==> config.mk <==
export PLATFORM = sky130hd
export DESIGN_NAME = alarm_slot_pool_unit_flat
export DESIGN_NICKNAME = d
export VERILOG_FILES = /design/src/asp_pkg.sv /design/src/asp_req_if.sv /design/src/asp_rsp_if.sv /design/src/alarm_slot_pool_unit.sv /design/src/asp_dp.sv /design/src/asp_ctrl.sv /design/src/flat_wrapper.sv
export SDC_FILE = /design/constraint.sdc
export NUM_CORES = 2
export LEC_CHECK = 0
export ABC_AREA = 0
export ABC_CLOCK_PERIOD_IN_PS = 14400
export BUFFER_PORTS_ARGS = -buffer_cell sky130_fd_sc_hd__buf_2
export CORE_MARGIN = 3
export CORE_UTILIZATION = 62
export CTS_CLUSTER_SIZE = 10
export DETAILED_ROUTE_END_ITERATION = 16
export GPL_ROUTABILITY_DRIVEN = 0
export PLACE_DENSITY = 0.92
export SLEW_MARGIN = 20
export SYNTH_ARGS = -nofsm -noshare
export SYNTH_HDL_FRONTEND = slang
export SYNTH_HIERARCHICAL = 1
export SYNTH_SLANG_ARGS = --single-unit
==> constraint.sdc <==
create_clock -name clk -period 14.4 [get_ports clk]
set_input_delay 1.44 -clock clk [delete_from_list [all_inputs] [get_ports clk]]
set_output_delay 1.44 -clock clk [all_outputs]
set_load 0.05 [all_outputs]
==> src/asp_pkg.sv <==
// Package with shared constants, codes and control structs of the alarm slot pool.
`default_nettype none

package asp_pkg;

	// Default sizes of the slot table and the pool set.
	localparam int DEF_NUM_SLOTS = 16;
	localparam int DEF_NUM_POOLS = 4;

	// Field widths of the transfer payloads.
	localparam int POOL_W  = 2;
	localparam int DELAY_W = 32;
	localparam int ID_W    = 32;
	localparam int TIME_W  = 64;

	// Configuration register file.
	localparam int NUM_CFG    = 4;
	localparam int CFG_W      = 5;
	localparam int PADDR_W    = 4;
	localparam int APB_DATA_W = 32;
	localparam logic [NUM_CFG-1:0][CFG_W-1:0] CFG_RESET = {5'd16, 5'd16, 5'd16, 5'd0};

	// Operation codes of a request.
	typedef enum logic [1:0] {
		OP_ADD     = 2'd0,
		OP_CANCEL  = 2'd1,
		OP_ADVANCE = 2'd2,
		OP_DESTROY = 2'd3
	} op_t;

	// Status codes of a result.
	typedef enum logic [2:0] {
		ST_OK          = 3'd0,
		ST_TIME_PASSED = 3'd1,
		ST_POOL_FULL   = 3'd2,
		ST_NO_SLOT     = 3'd3,
		ST_NOT_FOUND   = 3'd4
	} status_t;

	// Commands from the controller to the datapath.
	typedef struct packed {
		logic ready;
		logic step;
		logic finish;
	} dp_cmd_t;

	// Status from the datapath to the controller.
	typedef struct packed {
		logic accepted;
		logic quick;
		logic emit_hit;
		logic out_free;
		logic last_idx;
	} dp_sts_t;

endpackage

`default_nettype wire

==> src/asp_req_if.sv <==
// Request channel interface of the alarm slot pool.
`default_nettype none

interface asp_req_if import asp_pkg::*; ();
	logic                valid;
	logic                ready;
	op_t                 op;
	logic [POOL_W-1:0]   pool_index;
	logic [DELAY_W-1:0]  arm_delay;
	logic                late_ok;
	logic [ID_W-1:0]     target_id;
	logic [TIME_W-1:0]   advance_us;

	modport source (output valid, op, pool_index, arm_delay, late_ok, target_id,
		advance_us, input ready);
	modport sink (input valid, op, pool_index, arm_delay, late_ok, target_id,
		advance_us, output ready);
endinterface

`default_nettype wire

==> src/asp_rsp_if.sv <==
// Result channel interface of the alarm slot pool.
`default_nettype none

interface asp_rsp_if import asp_pkg::*; ();
	logic               valid;
	logic               ready;
	status_t            status;
	logic [ID_W-1:0]    timer_id;
	logic               fired;
	logic [TIME_W-1:0]  time_now;
	logic               last;

	modport source (output valid, status, timer_id, fired, time_now, last, input ready);
	modport sink (input valid, status, timer_id, fired, time_now, last, output ready);
endinterface

`default_nettype wire

==> src/alarm_slot_pool_unit.sv <==
// Top level of the alarm slot pool: configuration registers, controller and datapath.
//
// Requests arrive on the req channel and results leave on the rsp channel, each a
// valid/ready transfer. Pool limits are written through the APB-style port; pready is
// always high and a write lands at the access cycle.
// Every request is handled one at a time. An add, cancel, destroy or advance offers its
// closing result after it primes the slot table read, scans each slot and closes. The
// next request is taken only when the controller is back in idle. The slot table has one
// read port and is scanned one slot per cycle unless a due alarm waits for the result
// register. An add refused for a zero delay skips the scan and goes straight to closing.
// Add, cancel and destroy give one result; advance gives one result per due alarm in slot
// order and then a closing result with last set.
// A result sits in an output register, so the next request may be taken while it waits.
// When the receiver stalls, the scan holds at a due alarm until the register frees.
// Reset clears the clock, sets the id counter to one, frees every slot and loads the
// default limits; the slot table needs no clearing pass.
`default_nettype none

module alarm_slot_pool_unit import asp_pkg::*; #(
	parameter int NUM_SLOTS = DEF_NUM_SLOTS,
	parameter int NUM_POOLS = DEF_NUM_POOLS
) (
	input  logic                  clk,
	input  logic                  arst_n,
	input  logic                  psel,
	input  logic                  penable,
	input  logic                  pwrite,
	input  logic [PADDR_W-1:0]    paddr,
	input  logic [APB_DATA_W-1:0] pwdata,
	output logic [APB_DATA_W-1:0] prdata,
	output logic                  pready,
	asp_req_if.sink               req,
	asp_rsp_if.source             rsp
);

	logic [NUM_CFG-1:0][CFG_W-1:0] limit_q;
	logic [PADDR_W-3:0]            reg_sel;
	logic                          cfg_wr;
	dp_cmd_t                       cmd;
	dp_sts_t                       sts;

	// Register decode on word addresses.
	assign pready  = 1'b1;
	assign reg_sel = paddr[PADDR_W-1:2];
	assign cfg_wr  = psel && penable && pwrite;
	assign prdata  = APB_DATA_W'(limit_q[reg_sel]);

	// Pool limit registers.
	always_ff @(posedge clk or negedge arst_n) begin
		if (!arst_n) begin
			limit_q <= CFG_RESET;
		end else if (cfg_wr) begin
			limit_q[reg_sel] <= pwdata[CFG_W-1:0];
		end
	end

	asp_ctrl u_ctrl (
		.clk    (clk),
		.arst_n (arst_n),
		.sts    (sts),
		.cmd    (cmd)
	);

	asp_dp #(
		.NUM_SLOTS (NUM_SLOTS),
		.NUM_POOLS (NUM_POOLS)
	) u_dp (
		.clk       (clk),
		.arst_n    (arst_n),
		.req       (req),
		.rsp       (rsp),
		.limit_cfg (limit_q),
		.cmd       (cmd),
		.sts       (sts)
	);

endmodule

`default_nettype wire

==> src/asp_dp.sv <==
// Datapath of the alarm slot pool: clock, id counter, slot table and result register.
`default_nettype none

module asp_dp import asp_pkg::*; #(
	parameter int NUM_SLOTS = DEF_NUM_SLOTS,
	parameter int NUM_POOLS = DEF_NUM_POOLS
) (
	input  logic                            clk,
	input  logic                            arst_n,
	asp_req_if.sink                         req,
	asp_rsp_if.source                       rsp,
	input  logic [NUM_CFG-1:0][CFG_W-1:0]   limit_cfg,
	input  dp_cmd_t                         cmd,
	output dp_sts_t                         sts
);

	localparam int IW = (NUM_SLOTS > 1) ? $clog2(NUM_SLOTS) : 1;
	localparam int CW = $clog2(NUM_SLOTS + 1);
	localparam int LW = (CW > CFG_W) ? CW : CFG_W;
	localparam logic [IW-1:0] LAST_IDX = IW'(NUM_SLOTS - 1);
	localparam int NPW = (POOL_W + 1 > $clog2(NUM_POOLS + 1)) ? POOL_W + 1 :
		$clog2(NUM_POOLS + 1);
	localparam logic [NPW-1:0] NP = NPW'(NUM_POOLS);

	typedef struct packed {
		logic [POOL_W-1:0] owner;
		logic [ID_W-1:0]   id;
		logic [TIME_W-1:0] fire;
	} slot_t;

	// Slot table memory and its registered read port.
	slot_t mem [NUM_SLOTS];
	slot_t rd_s1;

	// Latched request fields.
	op_t                op_q;
	logic [POOL_W-1:0]  pool_q;
	logic [DELAY_W-1:0] delay_q;
	logic [ID_W-1:0]    target_q;
	logic               reject_q;

	// Scan and architectural state.
	logic [IW-1:0]        idx_q;
	logic [CW-1:0]        count_q;
	logic                 free_found_q;
	logic [IW-1:0]        free_idx_q;
	logic                 found_q;
	logic [NUM_SLOTS-1:0] active_q;
	logic [TIME_W-1:0]    clock_q;
	logic [ID_W-1:0]      next_id_q;

	// Result register.
	logic              out_valid_q;
	status_t           out_status_q;
	logic [ID_W-1:0]   out_id_q;
	logic              out_fired_q;
	logic [TIME_W-1:0] out_time_q;
	logic              out_last_q;

	logic              accept;
	logic              quick;
	logic              live;
	logic              pool_hit;
	logic              due;
	logic              emit_hit;
	logic              last_idx;
	logic              destroy_en;
	logic              add_ok;
	logic              out_free;
	logic              out_load;
	logic [IW-1:0]     rd_addr;
	logic [LW-1:0]     limit;
	logic [CFG_W-1:0]  raw_limit;
	status_t           fin_status;
	logic [ID_W-1:0]   id_inc;

	// Request handshake and the early refusal of a zero delay.
	assign req.ready = cmd.ready;
	assign accept    = req.valid & cmd.ready;
	assign quick     = (req.op == OP_ADD) && (req.arm_delay == '0) && !req.late_ok;

	// Per-slot evaluation of the entry under the scan index.
	assign live       = active_q[idx_q];
	assign pool_hit   = (rd_s1.owner == pool_q);
	assign due        = (rd_s1.fire <= clock_q);
	assign emit_hit   = (op_q == OP_ADVANCE) && live && due;
	assign last_idx   = (idx_q == LAST_IDX);
	assign destroy_en = (pool_q != '0) && (NPW'(pool_q) < NP);

	// Alarm limit of the addressed pool.
	assign raw_limit = limit_cfg[pool_q];
	always_comb begin
		if (NPW'(pool_q) >= NP) begin
			limit = '0;
		end else if (pool_q == '0) begin
			limit = (raw_limit == '0) ? LW'(NUM_SLOTS) : LW'(raw_limit);
		end else if (raw_limit == '0) begin
			limit = LW'(1);
		end else if (LW'(raw_limit) > LW'(NUM_SLOTS)) begin
			limit = LW'(NUM_SLOTS);
		end else begin
			limit = LW'(raw_limit);
		end
	end

	assign add_ok = (op_q == OP_ADD) && !reject_q && (LW'(count_q) < limit) && free_found_q;

	// Status of the closing result.
	always_comb begin
		case (op_q)
			OP_ADD: begin
				if (reject_q) begin
					fin_status = ST_TIME_PASSED;
				end else if (LW'(count_q) >= limit) begin
					fin_status = ST_POOL_FULL;
				end else if (!free_found_q) begin
					fin_status = ST_NO_SLOT;
				end else begin
					fin_status = ST_OK;
				end
			end
			OP_CANCEL: fin_status = found_q ? ST_OK : ST_NOT_FOUND;
			default:   fin_status = ST_OK;
		endcase
	end

	assign id_inc   = next_id_q + ID_W'(1);
	assign out_free = !out_valid_q || rsp.ready;
	assign out_load = (cmd.step && emit_hit) || cmd.finish;
	assign rd_addr  = (cmd.step && !last_idx) ? idx_q + IW'(1) : idx_q;

	// Slot table: written by a successful add, read one slot per cycle.
	always_ff @(posedge clk) begin
		if (cmd.finish && add_ok) begin
			mem[free_idx_q] <= '{owner: pool_q, id: next_id_q,
				fire: clock_q + TIME_W'(delay_q)};
		end
		rd_s1 <= mem[rd_addr];
	end

	// Request fields held for the whole operation.
	always_ff @(posedge clk) begin
		if (accept) begin
			op_q     <= req.op;
			pool_q   <= req.pool_index;
			delay_q  <= req.arm_delay;
			target_q <= req.target_id;
			reject_q <= quick;
		end
	end

	// Scan bookkeeping.
	always_ff @(posedge clk or negedge arst_n) begin
		if (!arst_n) begin
			idx_q        <= '0;
			count_q      <= '0;
			free_found_q <= 1'b0;
			found_q      <= 1'b0;
		end else if (accept) begin
			idx_q        <= '0;
			count_q      <= '0;
			free_found_q <= 1'b0;
			found_q      <= 1'b0;
		end else if (cmd.step) begin
			idx_q <= rd_addr;
			if (op_q == OP_ADD && live && pool_hit) begin
				count_q <= count_q + CW'(1);
			end
			if (op_q == OP_ADD && !live && !free_found_q) begin
				free_found_q <= 1'b1;
			end
			if (op_q == OP_CANCEL && !found_q && live && pool_hit && rd_s1.id == target_q) begin
				found_q <= 1'b1;
			end
		end
	end

	// Index of the lowest free slot.
	always_ff @(posedge clk) begin
		if (cmd.step && op_q == OP_ADD && !live && !free_found_q) begin
			free_idx_q <= idx_q;
		end
	end

	// Active flags, clock and id counter.
	always_ff @(posedge clk or negedge arst_n) begin
		if (!arst_n) begin
			active_q  <= '0;
			clock_q   <= '0;
			next_id_q <= ID_W'(1);
		end else begin
			if (accept && req.op == OP_ADVANCE) begin
				clock_q <= clock_q + req.advance_us;
			end
			if (cmd.finish && add_ok) begin
				active_q[free_idx_q] <= 1'b1;
				next_id_q <= (id_inc == '0) ? ID_W'(1) : id_inc;
			end
			if (cmd.step) begin
				case (op_q)
					OP_CANCEL: begin
						if (!found_q && live && pool_hit && rd_s1.id == target_q) begin
							active_q[idx_q] <= 1'b0;
						end
					end
					OP_DESTROY: begin
						if (destroy_en && live && pool_hit) begin
							active_q[idx_q] <= 1'b0;
						end
					end
					OP_ADVANCE: begin
						if (live && due) begin
							active_q[idx_q] <= 1'b0;
						end
					end
					default: ;
				endcase
			end
		end
	end

	// Result register valid flag.
	always_ff @(posedge clk or negedge arst_n) begin
		if (!arst_n) begin
			out_valid_q <= 1'b0;
		end else if (out_load) begin
			out_valid_q <= 1'b1;
		end else if (rsp.ready) begin
			out_valid_q <= 1'b0;
		end
	end

	// Result register payload: a fired alarm or the closing result.
	always_ff @(posedge clk) begin
		if (out_load) begin
			out_time_q <= clock_q;
			if (cmd.finish) begin
				out_status_q <= fin_status;
				out_id_q     <= add_ok ? next_id_q : '0;
				out_fired_q  <= 1'b0;
				out_last_q   <= 1'b1;
			end else begin
				out_status_q <= ST_OK;
				out_id_q     <= rd_s1.id;
				out_fired_q  <= 1'b1;
				out_last_q   <= 1'b0;
			end
		end
	end

	assign rsp.valid    = out_valid_q;
	assign rsp.status   = out_status_q;
	assign rsp.timer_id = out_id_q;
	assign rsp.fired    = out_fired_q;
	assign rsp.time_now = out_time_q;
	assign rsp.last     = out_last_q;

	assign sts.accepted = accept;
	assign sts.quick    = quick;
	assign sts.emit_hit = emit_hit;
	assign sts.out_free = out_free;
	assign sts.last_idx = last_idx;

	// A result is never written over one that has not been taken.
	a_no_overwrite: assert property (@(posedge clk) disable iff (!arst_n)
		out_load |-> (!out_valid_q || rsp.ready))
		else $error("result register overwritten before transfer");

	// The id counter never hands out zero.
	a_id_nonzero: assert property (@(posedge clk) disable iff (!arst_n)
		next_id_q != '0)
		else $error("alarm id counter reached zero");

	// A reported alarm is freed.
	a_fired_freed: assert property (@(posedge clk) disable iff (!arst_n)
		(cmd.step && emit_hit) |=> !active_q[$past(idx_q)])
		else $error("fired alarm still active");

	// A successful add arms its slot.
	a_add_armed: assert property (@(posedge clk) disable iff (!arst_n)
		(cmd.finish && add_ok) |=> active_q[$past(free_idx_q)])
		else $error("added alarm slot not armed");

endmodule

`default_nettype wire

==> src/asp_ctrl.sv <==
// Controller state machine of the alarm slot pool: accept, scan and close one request.
`default_nettype none

module asp_ctrl import asp_pkg::*; (
	input  logic    clk,
	input  logic    arst_n,
	input  dp_sts_t sts,
	output dp_cmd_t cmd
);

	typedef enum logic [3:0] {
		S_IDLE   = 4'b0001,
		S_PRIME  = 4'b0010,
		S_SCAN   = 4'b0100,
		S_FINISH = 4'b1000
	} state_t;

	state_t state_q;
	state_t state_nxt;

	// Next state and datapath commands.
	always_comb begin
		state_nxt  = state_q;
		cmd.ready  = 1'b0;
		cmd.step   = 1'b0;
		cmd.finish = 1'b0;
		case (state_q)
			S_IDLE: begin
				cmd.ready = 1'b1;
				if (sts.accepted) begin
					state_nxt = sts.quick ? S_FINISH : S_PRIME;
				end
			end
			S_PRIME: begin
				state_nxt = S_SCAN;
			end
			S_SCAN: begin
				// A due alarm waits for room in the result register.
				cmd.step = !(sts.emit_hit && !sts.out_free);
				if (cmd.step && sts.last_idx) begin
					state_nxt = S_FINISH;
				end
			end
			S_FINISH: begin
				cmd.finish = sts.out_free;
				if (sts.out_free) begin
					state_nxt = S_IDLE;
				end
			end
			default: begin
				state_nxt = S_IDLE;
			end
		endcase
	end

	// State register.
	always_ff @(posedge clk or negedge arst_n) begin
		if (!arst_n) begin
			state_q <= S_IDLE;
		end else begin
			state_q <= state_nxt;
		end
	end

endmodule

`default_nettype wire
==> src/flat_wrapper.sv <==
// flat-port wrapper written by rule: the top's interface ports become plain ports
module alarm_slot_pool_unit_flat import asp_pkg::*;
#(
	parameter int NUM_SLOTS = DEF_NUM_SLOTS,
	parameter int NUM_POOLS = DEF_NUM_POOLS
)
  (clk, arst_n, psel, penable, pwrite, paddr, pwdata, prdata, pready, req_valid, req_op, req_pool_index, req_arm_delay, req_late_ok, req_target_id, req_advance_us, req_ready, rsp_valid, rsp_status, rsp_timer_id, rsp_fired, rsp_time_now, rsp_last, rsp_ready);
  asp_req_if req_i ();
  asp_rsp_if rsp_i ();
  input  logic clk;
  input  logic arst_n;
  input  logic psel;
  input  logic penable;
  input  logic pwrite;
  input  logic [PADDR_W-1:0] paddr;
  input  logic [APB_DATA_W-1:0] pwdata;
  output logic [APB_DATA_W-1:0] prdata;
  output logic pready;
  input wire logic [$bits(req_i.valid)-1:0] req_valid;
  input wire logic [$bits(req_i.op)-1:0] req_op;
  input wire logic [$bits(req_i.pool_index)-1:0] req_pool_index;
  input wire logic [$bits(req_i.arm_delay)-1:0] req_arm_delay;
  input wire logic [$bits(req_i.late_ok)-1:0] req_late_ok;
  input wire logic [$bits(req_i.target_id)-1:0] req_target_id;
  input wire logic [$bits(req_i.advance_us)-1:0] req_advance_us;
  output wire logic [$bits(req_i.ready)-1:0] req_ready;
  output wire logic [$bits(rsp_i.valid)-1:0] rsp_valid;
  output wire logic [$bits(rsp_i.status)-1:0] rsp_status;
  output wire logic [$bits(rsp_i.timer_id)-1:0] rsp_timer_id;
  output wire logic [$bits(rsp_i.fired)-1:0] rsp_fired;
  output wire logic [$bits(rsp_i.time_now)-1:0] rsp_time_now;
  output wire logic [$bits(rsp_i.last)-1:0] rsp_last;
  input wire logic [$bits(rsp_i.ready)-1:0] rsp_ready;
  assign req_i.valid = req_valid;
  assign req_i.op = req_op;
  assign req_i.pool_index = req_pool_index;
  assign req_i.arm_delay = req_arm_delay;
  assign req_i.late_ok = req_late_ok;
  assign req_i.target_id = req_target_id;
  assign req_i.advance_us = req_advance_us;
  assign req_ready = req_i.ready;
  assign rsp_valid = rsp_i.valid;
  assign rsp_status = rsp_i.status;
  assign rsp_timer_id = rsp_i.timer_id;
  assign rsp_fired = rsp_i.fired;
  assign rsp_time_now = rsp_i.time_now;
  assign rsp_last = rsp_i.last;
  assign rsp_i.ready = rsp_ready;
  alarm_slot_pool_unit #(.NUM_SLOTS(NUM_SLOTS), .NUM_POOLS(NUM_POOLS)) u_core (.clk(clk), .arst_n(arst_n), .psel(psel), .penable(penable), .pwrite(pwrite), .paddr(paddr), .pwdata(pwdata), .prdata(prdata), .pready(pready), .req(req_i), .rsp(rsp_i));
endmodule
# Yosys cells after proc, flatten, opt, wreduce, memory -nomap -nowiden
# Memories as Yosys holds them, arrays and structs flattened. A register that Yosys moved wholly into a read port is not among the register bits.
# Index checks and enable logic that the tools add are counted.
[classes] n_addsub=5 n_mul=0 div_mod_pow=0 order_cmp=11 n_eq_ne=14 shifts=0 n_mux=57 n_bitwise=4 n_reduce_logical=62
[ops] operator="two-way mux 32 bit" n=3
[ops] operator="two-way mux 16 bit" n=5
[ops] operator="adder 64 x 32 -> 64 bit" n=1
[ops] operator="adder 64 bit" n=1
[ops] operator="<= comparator 64 bit" n=1
[ops] operator="zero test 32 bit" n=2
[ops] operator="two-way mux 5 bit" n=10
[ops] operator="case mux 16 bit (3 select lines)" n=1
[ops] operator="logical AND 1 bit" n=35
[ops] operator="adder 32 x 1 -> 32 bit (second input constant)" n=1
[ops] operator="equality test 32 bit" n=1
[ops] operator="two-way mux 4 bit" n=7
[ops] operator="binary-select mux 5 bit (select 2 bit)" n=2
[ops] operator="bitwise mux 20 bit" n=1
[ops] operator="two-way mux 1 bit" n=18
[ops] operator="AND 16 bit" n=1
[ops] operator="inverter 16 bit" n=1
[ops] operator="OR 16 bit" n=1
[ops] operator="case mux 4 bit (4 select lines)" n=1
[ops] operator="nonzero test 2 bit" n=6
[ops] operator="demux 5 bit (select 2 bit)" n=1
[ops] operator="< comparator 4 x 5 -> 1 bit (second input constant)" n=2
[ops] operator="zero test 1 bit" n=9
[ops] operator="demux 1 bit (select 4 bit)" n=2
[ops] operator="26 further kinds" n=40
[totals] regBits=322 latchBits=0 ramBits=1568 mem_bits_ro=0 in_bits=176 out_inout_bits=136 wordCells=178 mem_count=1
[mem_list] memory="u_core.u_dp.mem" words=16 width=98 rd=1 rd_clocked_by_memory_dff=1 write_ports=1 line_no="asp_dp.sv:32" rtl="slot_t mem [NUM_SLOTS];"

# Depth between registers and ports, before layout
[depth] depth_word=15 depth_mapped=25 depth_no_buf=20

# By module
# The synthesis kept the hierarchy.
[by_module_without_submodules] mod="asp_dp" instances=1 cells_per_inst=4780 area_per_inst_um2=81320.5 seq_area_each_um2=57376.3
[by_module_without_submodules] mod="alarm_slot_pool_unit" instances=1 cells_per_inst=83 area_per_inst_um2=1163.6 seq_area_each_um2=504.2
[by_module_without_submodules] mod="asp_ctrl" instances=1 cells_per_inst=25 area_per_inst_um2=234.0 seq_area_each_um2=101.3

# Worst setup path before layout
# OpenSTA, ideal clock, no wires.
[synth_timing] kind="reg-to-reg" startpoint="register u_core.u_dp.clock_q[58]" endpoint="register u_core.u_dp.out_fired_q, in the netlist u_core/u_dp/rsp.fired, enable pin" setup_ps=700 arrival_time_ps=10348 t_required_ps=13700 setup_slack_ps=3352 path_stages_with_launch=21 path_buffers=4 synth_period_minus_slack_ps=11048 cell_sequence="dfrtp_1 inv_1 ha_1 nand4_1 nor3_1 nand4_1 nor3_1 and4_1 o21ai_0 and4_4 a21oi_4 buf_4 nor2b_1 buf_4 nand2b_1 nand2_1 nor3_1 clkbuf_1 clkbuf_1 nand2_1 o21ai_0"
[synth_rtl] item="start: declaration" line_no="asp_dp.sv:49" rtl="logic [TIME_W-1:0] clock_q;"
[synth_rtl] item="start signal: assignment" line_no="asp_dp.sv:193" rtl="clock_q <= clock_q + req.advance_us;"
[synth_rtl] item="end signal: assignment" line_no="asp_dp.sv:240" rtl="out_fired_q <= 1'b0;"
[synth_rtl] item="end signal: assignment" line_no="asp_dp.sv:245" rtl="out_fired_q <= 1'b1;"
[synth_rtl] item="end: declaration" line_no="asp_dp.sv:56" rtl="logic out_fired_q;"

==> flow_results.xml <==
<?xml version="1.0" encoding="UTF-8"?>
<metrics>
  <group name="status">
    <metric name="status" unit="">completed</metric>
  </group>
  <group name="layout">
    <metric name="syn_to_final_growth" unit="%">12.35</metric>
    <metric name="final_core_utilization" unit="%">70.42</metric>
    <metric name="n_fill_cell" unit="">7089</metric>
    <metric name="seqCellArea" unit="mm^2">0.05798</metric>
    <metric name="drive_gt1_share" unit="%">20.97</metric>
    <metric name="fin_nets" unit="">5561</metric>
    <metric name="final_cell_count_no_fill" unit="">7169</metric>
    <metric name="area_of_the_multi_input_gates" unit="mm^2">0.02374</metric>
  </group>
  <group name="hold_path">
    <metric name="hold_path.class" unit="">flop to flop</metric>
    <metric name="min_delay_path_depth" unit="">1</metric>
  </group>
  <group name="global_routing">
    <metric name="globalRouteOverflowTotal" unit="">0</metric>
    <metric name="antenna_found_initial" unit="">13</metric>
    <metric name="gr-usage-all-layers" unit="%">34.92</metric>
    <metric name="grt_first_pass_wirelength" unit="um">349000</metric>
    <metric name="first_global_vias" unit="">53150</metric>
    <metric name="grt_start_max_net_pins" unit="">161</metric>
  </group>
  <group name="setup_path">
    <metric name="worst_path_dominant_cell_family" unit="">simple AND/OR/NAND/NOR gates</metric>
    <metric name="critical_path.startpoint_type" unit="">flop</metric>
    <metric name="critPathBufInv" unit="">5</metric>
    <metric name="reg2reg_depth" unit="">24</metric>
    <metric name="timing.critical_path.mode_cell" unit="">buf_4</metric>
    <metric name="critical_path.max_fanout" unit="">109</metric>
    <metric name="crit_path_max_incr_delay" unit="ns">0.76</metric>
    <metric name="worstSetupPathType" unit="">flop to flop</metric>
    <metric name="critPathSlowestCell" unit="">buf_4</metric>
    <metric name="worst-endpoint-arrival" unit="ns">10.10</metric>
    <metric name="cp-end-kind" unit="">flop</metric>
    <metric name="path_depth" unit="">24</metric>
    <metric name="timing.critical_path.cells" unit="">inv_1 &gt; ha_1 &gt; nand4_1 &gt; nor3_1 &gt; nand4_1 &gt; nor3_1 &gt; and4_1 &gt; o21ai_0 &gt; and4_4 &gt; a21oi_4 &gt; nor2b_1 &gt; nand2b_1 &gt; nand2_1 &gt; nor3_2 &gt; buf_4 &gt; nand2_1 &gt; xnor2_2 &gt; buf_12 &gt; buf_4 &gt; buf_4 &gt; mux4_2 &gt; and2_1 &gt; a211oi_1 &gt; a31oi_1</metric>
    <metric name="cp_data_required_time" unit="ns">15.10</metric>
  </group>
  <group name="timing">
    <metric name="totalNegativeSetupSlack" unit="ns">0</metric>
    <metric name="final.setup_skew" unit="ns">0.1072</metric>
    <metric name="finalCriticalPeriod" unit="ns">9.393</metric>
    <metric name="post-route-worst-setup-slack" unit="ns">5.007</metric>
    <metric name="part_of_the_cycle_the_worst_path_needs" unit="%">65.23</metric>
    <metric name="finalHoldViolations" unit="">0</metric>
    <metric name="slew_headroom" unit="%">10.15</metric>
    <metric name="final-max-slew-violation-count" unit="">0</metric>
    <metric name="final_count_of_negative_setup_slack_endpoints" unit="">0</metric>
    <metric name="fmax" unit="MHz">106.5</metric>
    <metric name="grt_setup_unrepaired" unit="">no</metric>
    <metric name="tightestPinTransition" unit="ns">1.348</metric>
  </group>
  <group name="synthesis">
    <metric name="synth_edf_count" unit="">1742</metric>
    <metric name="post-synth-top-count-cell" unit="">edfxtp_1</metric>
    <metric name="synth_top_area_share" unit="%">63.24</metric>
    <metric name="ys_seq_elements" unit="">1988</metric>
    <metric name="synth-warning-count" unit="">6</metric>
    <metric name="synth.avg_cell_area" unit="um^2">16.92</metric>
    <metric name="synth_top_flop_cell" unit="">edfxtp_1</metric>
    <metric name="async_flop_share" unit="%">7.445</metric>
    <metric name="ys_top_cells_by_area" unit="">edfxtp_1 (63%), mux4_2 (11%), dfrtp_1 (4.3%)</metric>
    <metric name="post_synth_inst_count" unit="">4888</metric>
    <metric name="synth.cell_area" unit="mm^2">0.08272</metric>
    <metric name="yosysUniqueCellTypes" unit="">93</metric>
    <metric name="ys_top_cells_by_count" unit="">edfxtp_1 (1742), mux4_2 (407), nand2_1 (392)</metric>
    <metric name="synth_sequential_area_ratio" unit="%">70.10</metric>
    <metric name="yosysTopAreaCell" unit="">edfxtp_1</metric>
  </group>
  <group name="power_and_ir_drop">
    <metric name="vdd.ir_drop.worst" unit="mV">0.1238</metric>
    <metric name="net-switching-power" unit="mW">5.117</metric>
    <metric name="clockPowerShare" unit="%">31.8</metric>
    <metric name="pwr-share-comb" unit="%">22.4</metric>
    <metric name="pwr-share-seq" unit="%">45.8</metric>
    <metric name="power.share.switching" unit="%">30.96</metric>
    <metric name="power_leakage" unit="nW">32.99</metric>
    <metric name="power.internal" unit="mW">11.41</metric>
    <metric name="total_power_divided_by_cell_area" unit="mW/mm^2">177.9</metric>
  </group>
  <group name="clocking">
    <metric name="cts_root_buf" unit="">clkbuf_16</metric>
    <metric name="hold_buffers" unit="">0</metric>
    <metric name="cts-buffers-inserted" unit="">219</metric>
    <metric name="cts-htree-levels" unit="">4</metric>
    <metric name="cts.repair.resized" unit="">0</metric>
    <metric name="clock_insertion_delay_at_the_later_pin_of_the_skew_report" unit="ns">0.87</metric>
    <metric name="cts_post_setup_buffers_inserted" unit="">0</metric>
    <metric name="cts-root-to-sink-buffers" unit="">3</metric>
    <metric name="clkSlewWorstSetupHoldPaths" unit="ns">0.07</metric>
    <metric name="cts.sinks" unit="">1988</metric>
    <metric name="tritoncts_clock_tree" unit="">done</metric>
  </group>
  <group name="floorplanning">
    <metric name="initial_utilization" unit="%">62.68</metric>
    <metric name="core_region" unit="mm^2">0.1320</metric>
    <metric name="number_of_top_level_pins" unit="">312</metric>
    <metric name="floorplan.die.width" unit="um">371.3</metric>
    <metric name="row_count" unit="">133</metric>
    <metric name="die_height" unit="um">371.3</metric>
    <metric name="die-area" unit="mm^2">0.1378</metric>
  </group>
  <group name="placed_design">
    <metric name="dp_hpwl" unit="um">122800</metric>
    <metric name="port_buffers" unit="">254</metric>
    <metric name="dpl.cell_count" unit="">6744</metric>
    <metric name="pre_cts_slack" unit="ns">5.788</metric>
  </group>
  <group name="drt">
    <metric name="avgRoutedWirePerCell" unit="um">34.59</metric>
    <metric name="post-route-drc-count" unit="">0</metric>
    <metric name="detailroute.via_count" unit="">52540</metric>
    <metric name="viasPerCell" unit="">7.328</metric>
    <metric name="number_of_optimization_iterations_in_the_first_detailed_route_pass" unit="">10</metric>
    <metric name="first_iter_violations" unit="">9696</metric>
    <metric name="antenna_violating_nets_post_route" unit="">0</metric>
    <metric name="routed_wirelength" unit="um">248000</metric>
  </group>
  <group name="flow_run">
    <metric name="maxCapViolations" unit="">0</metric>
  </group>
</metrics>
through the flow:
step / area, um^2 / total power [mW] / hold WS (ns)
after CTS: 92470 / 16.15 / 0.5269
after floorplan: 82820 / 9.796 / 0.4196
final: 92930 / 16.53 / 0.5279
after global placement: 85850 / 10.61 / 0.4772
after detailed placement: 85880 / 10.88 / 0.5150
after global routing: 92920 / 16.96 / 0.5337
final timing paths:
| kind | slack, ns | startpoint | end |
|---|---|---|---|
| worst min register to register | 0.53 | u_core/limit_q[11]$_DFFE_PN0P_ | u_core/limit_q[11]$_DFFE_PN0P_ |
| worst max register to register | 5.01 | u_core/u_dp/clock_q[62]$_DFFE_PN0P_ | u_core/u_dp/rd_s1[83]$_DFF_P_ |
| min in group asynchronous | 0.63 | arst_n | u_core/u_dp/clock_q[31]$_DFFE_PN0P_ |
| worst max-delay path | 5.01 | u_core/u_dp/clock_q[62]$_DFFE_PN0P_ | u_core/u_dp/rd_s1[83]$_DFF_P_ |
| worst min-delay path | 0.53 | u_core/limit_q[11]$_DFFE_PN0P_ | u_core/limit_q[11]$_DFFE_PN0P_ |
| max in group asynchronous | 12.22 | arst_n | u_core/limit_q[4]$_DFFE_PN0P_ |
cell usage in the layout, fill, tap and decap left out, types with 9 or more instances in the layout:
cell type	instances
edfxtp_1	1742
mux4_2	407
nand2_1	392
buf_2	253
clkbuf_16	220
clkbuf_1	174
ha_1	170
o21ai_0	150
dfrtp_1	143
a21oi_1	143
nor2_1	137
and2_1	119
a31oi_1	118
a211oi_1	105
inv_1	102
dfxtp_1	98
xnor2_1	96
a21o_1	79
buf_4	74
nand4_1	61
nand3_1	60
xnor2_2	49
nor3_1	43
xor2_1	41
nor2b_1	36
a22o_1	32
conb_1	28
and3_1	24
o21a_1	22
mux2_2	18
nand2b_1	16
nor4_1	15
o31ai_1	13
nor2_4	13
o21ai_1	11
and4_1	10
o21bai_1	10
nor3_2	9
cells by family (layout without fill, tap and decap cells):
kind of cell               Yosys count  after routing  synth area share, %
DFF                               1988           1988                70.10
and+or+nand+nor                    982            982                5.786
AOI/OAI and AO/OA                  752            752                5.911
muxes                              439            439                11.53
buffers and inverters              363            856                2.034
xor gates and xnor gates           190            190                2.012
adders and majority gates          172            172                2.620
other                                2             35             0.009079
flip-flops by register name, indices dropped and copies added (netlist names), 2 cells and up:
name and cells:
u_core/u_ctrl/state_q 4, u_core/u_dp/active_q 16, u_core/u_dp/target_q 32, u_core/u_dp/mem 1568, u_core/u_dp/rsp.time_now 64, u_core/u_dp/rd_s1 98, u_core/u_dp/clock_q 64, u_core/u_dp/next_id_q 32
u_core/u_dp/free_idx_q 4, u_core/u_dp/delay_q 32, u_core/u_dp/rsp.status 3, u_core/u_dp/op_q 2, u_core/u_dp/rsp.timer_id 32, u_core/u_dp/idx_q 4, u_core/limit_q 20, u_core/u_dp/pool_q 2
u_core/u_dp/count_q 5
worst register-to-register path, delay by kind of cell, from the launching register on:
family | cells | cell delay (ns)
compound gates | 4 | 1.37
xor+xnor | 1 | 0.26
fa+ha+maj | 1 | 0.35
buf+inv | 5 | 2.69
flops | 1 | 0.59
mux | 1 | 0.70
simple gates | 12 | 3.27
cell type report:
cell class	instances	area share, %
Inverter	103	0.4160
Clock buffer	396	6.656
Antenna cell	7	0.01885
Clock inverter	19	0.4349
Multi-Input combinational cell	2563	25.54
Tap cell	1755	2.363
Timing Repair Buffer	338	2.176
Sequential cell	1988	62.39
metal layers:
layer / global-route usage (%) / wire, um / part of all wire [%]
met5: 0 / 64 / 0.026
met4: 20.90 / 20270 / 8.2
met3: 11.52 / 39300 / 16
met2: 54.63 / 114400 / 46
met1: 42.70 / 74000 / 30
power by group through the flow:
stage	logic, mW	clock network [mW]	registers, mW
2_1_floorplan	2.29	0	7.51
3_3_place_gp	2.97	0	7.64
3_5_place_dp	3.23	0	7.66
4_1_cts	3.37	5.24	7.55
5_1_grt	3.90	5.48	7.57
6_report	3.70	5.26	7.58
(Power assumes the default switching activity.)
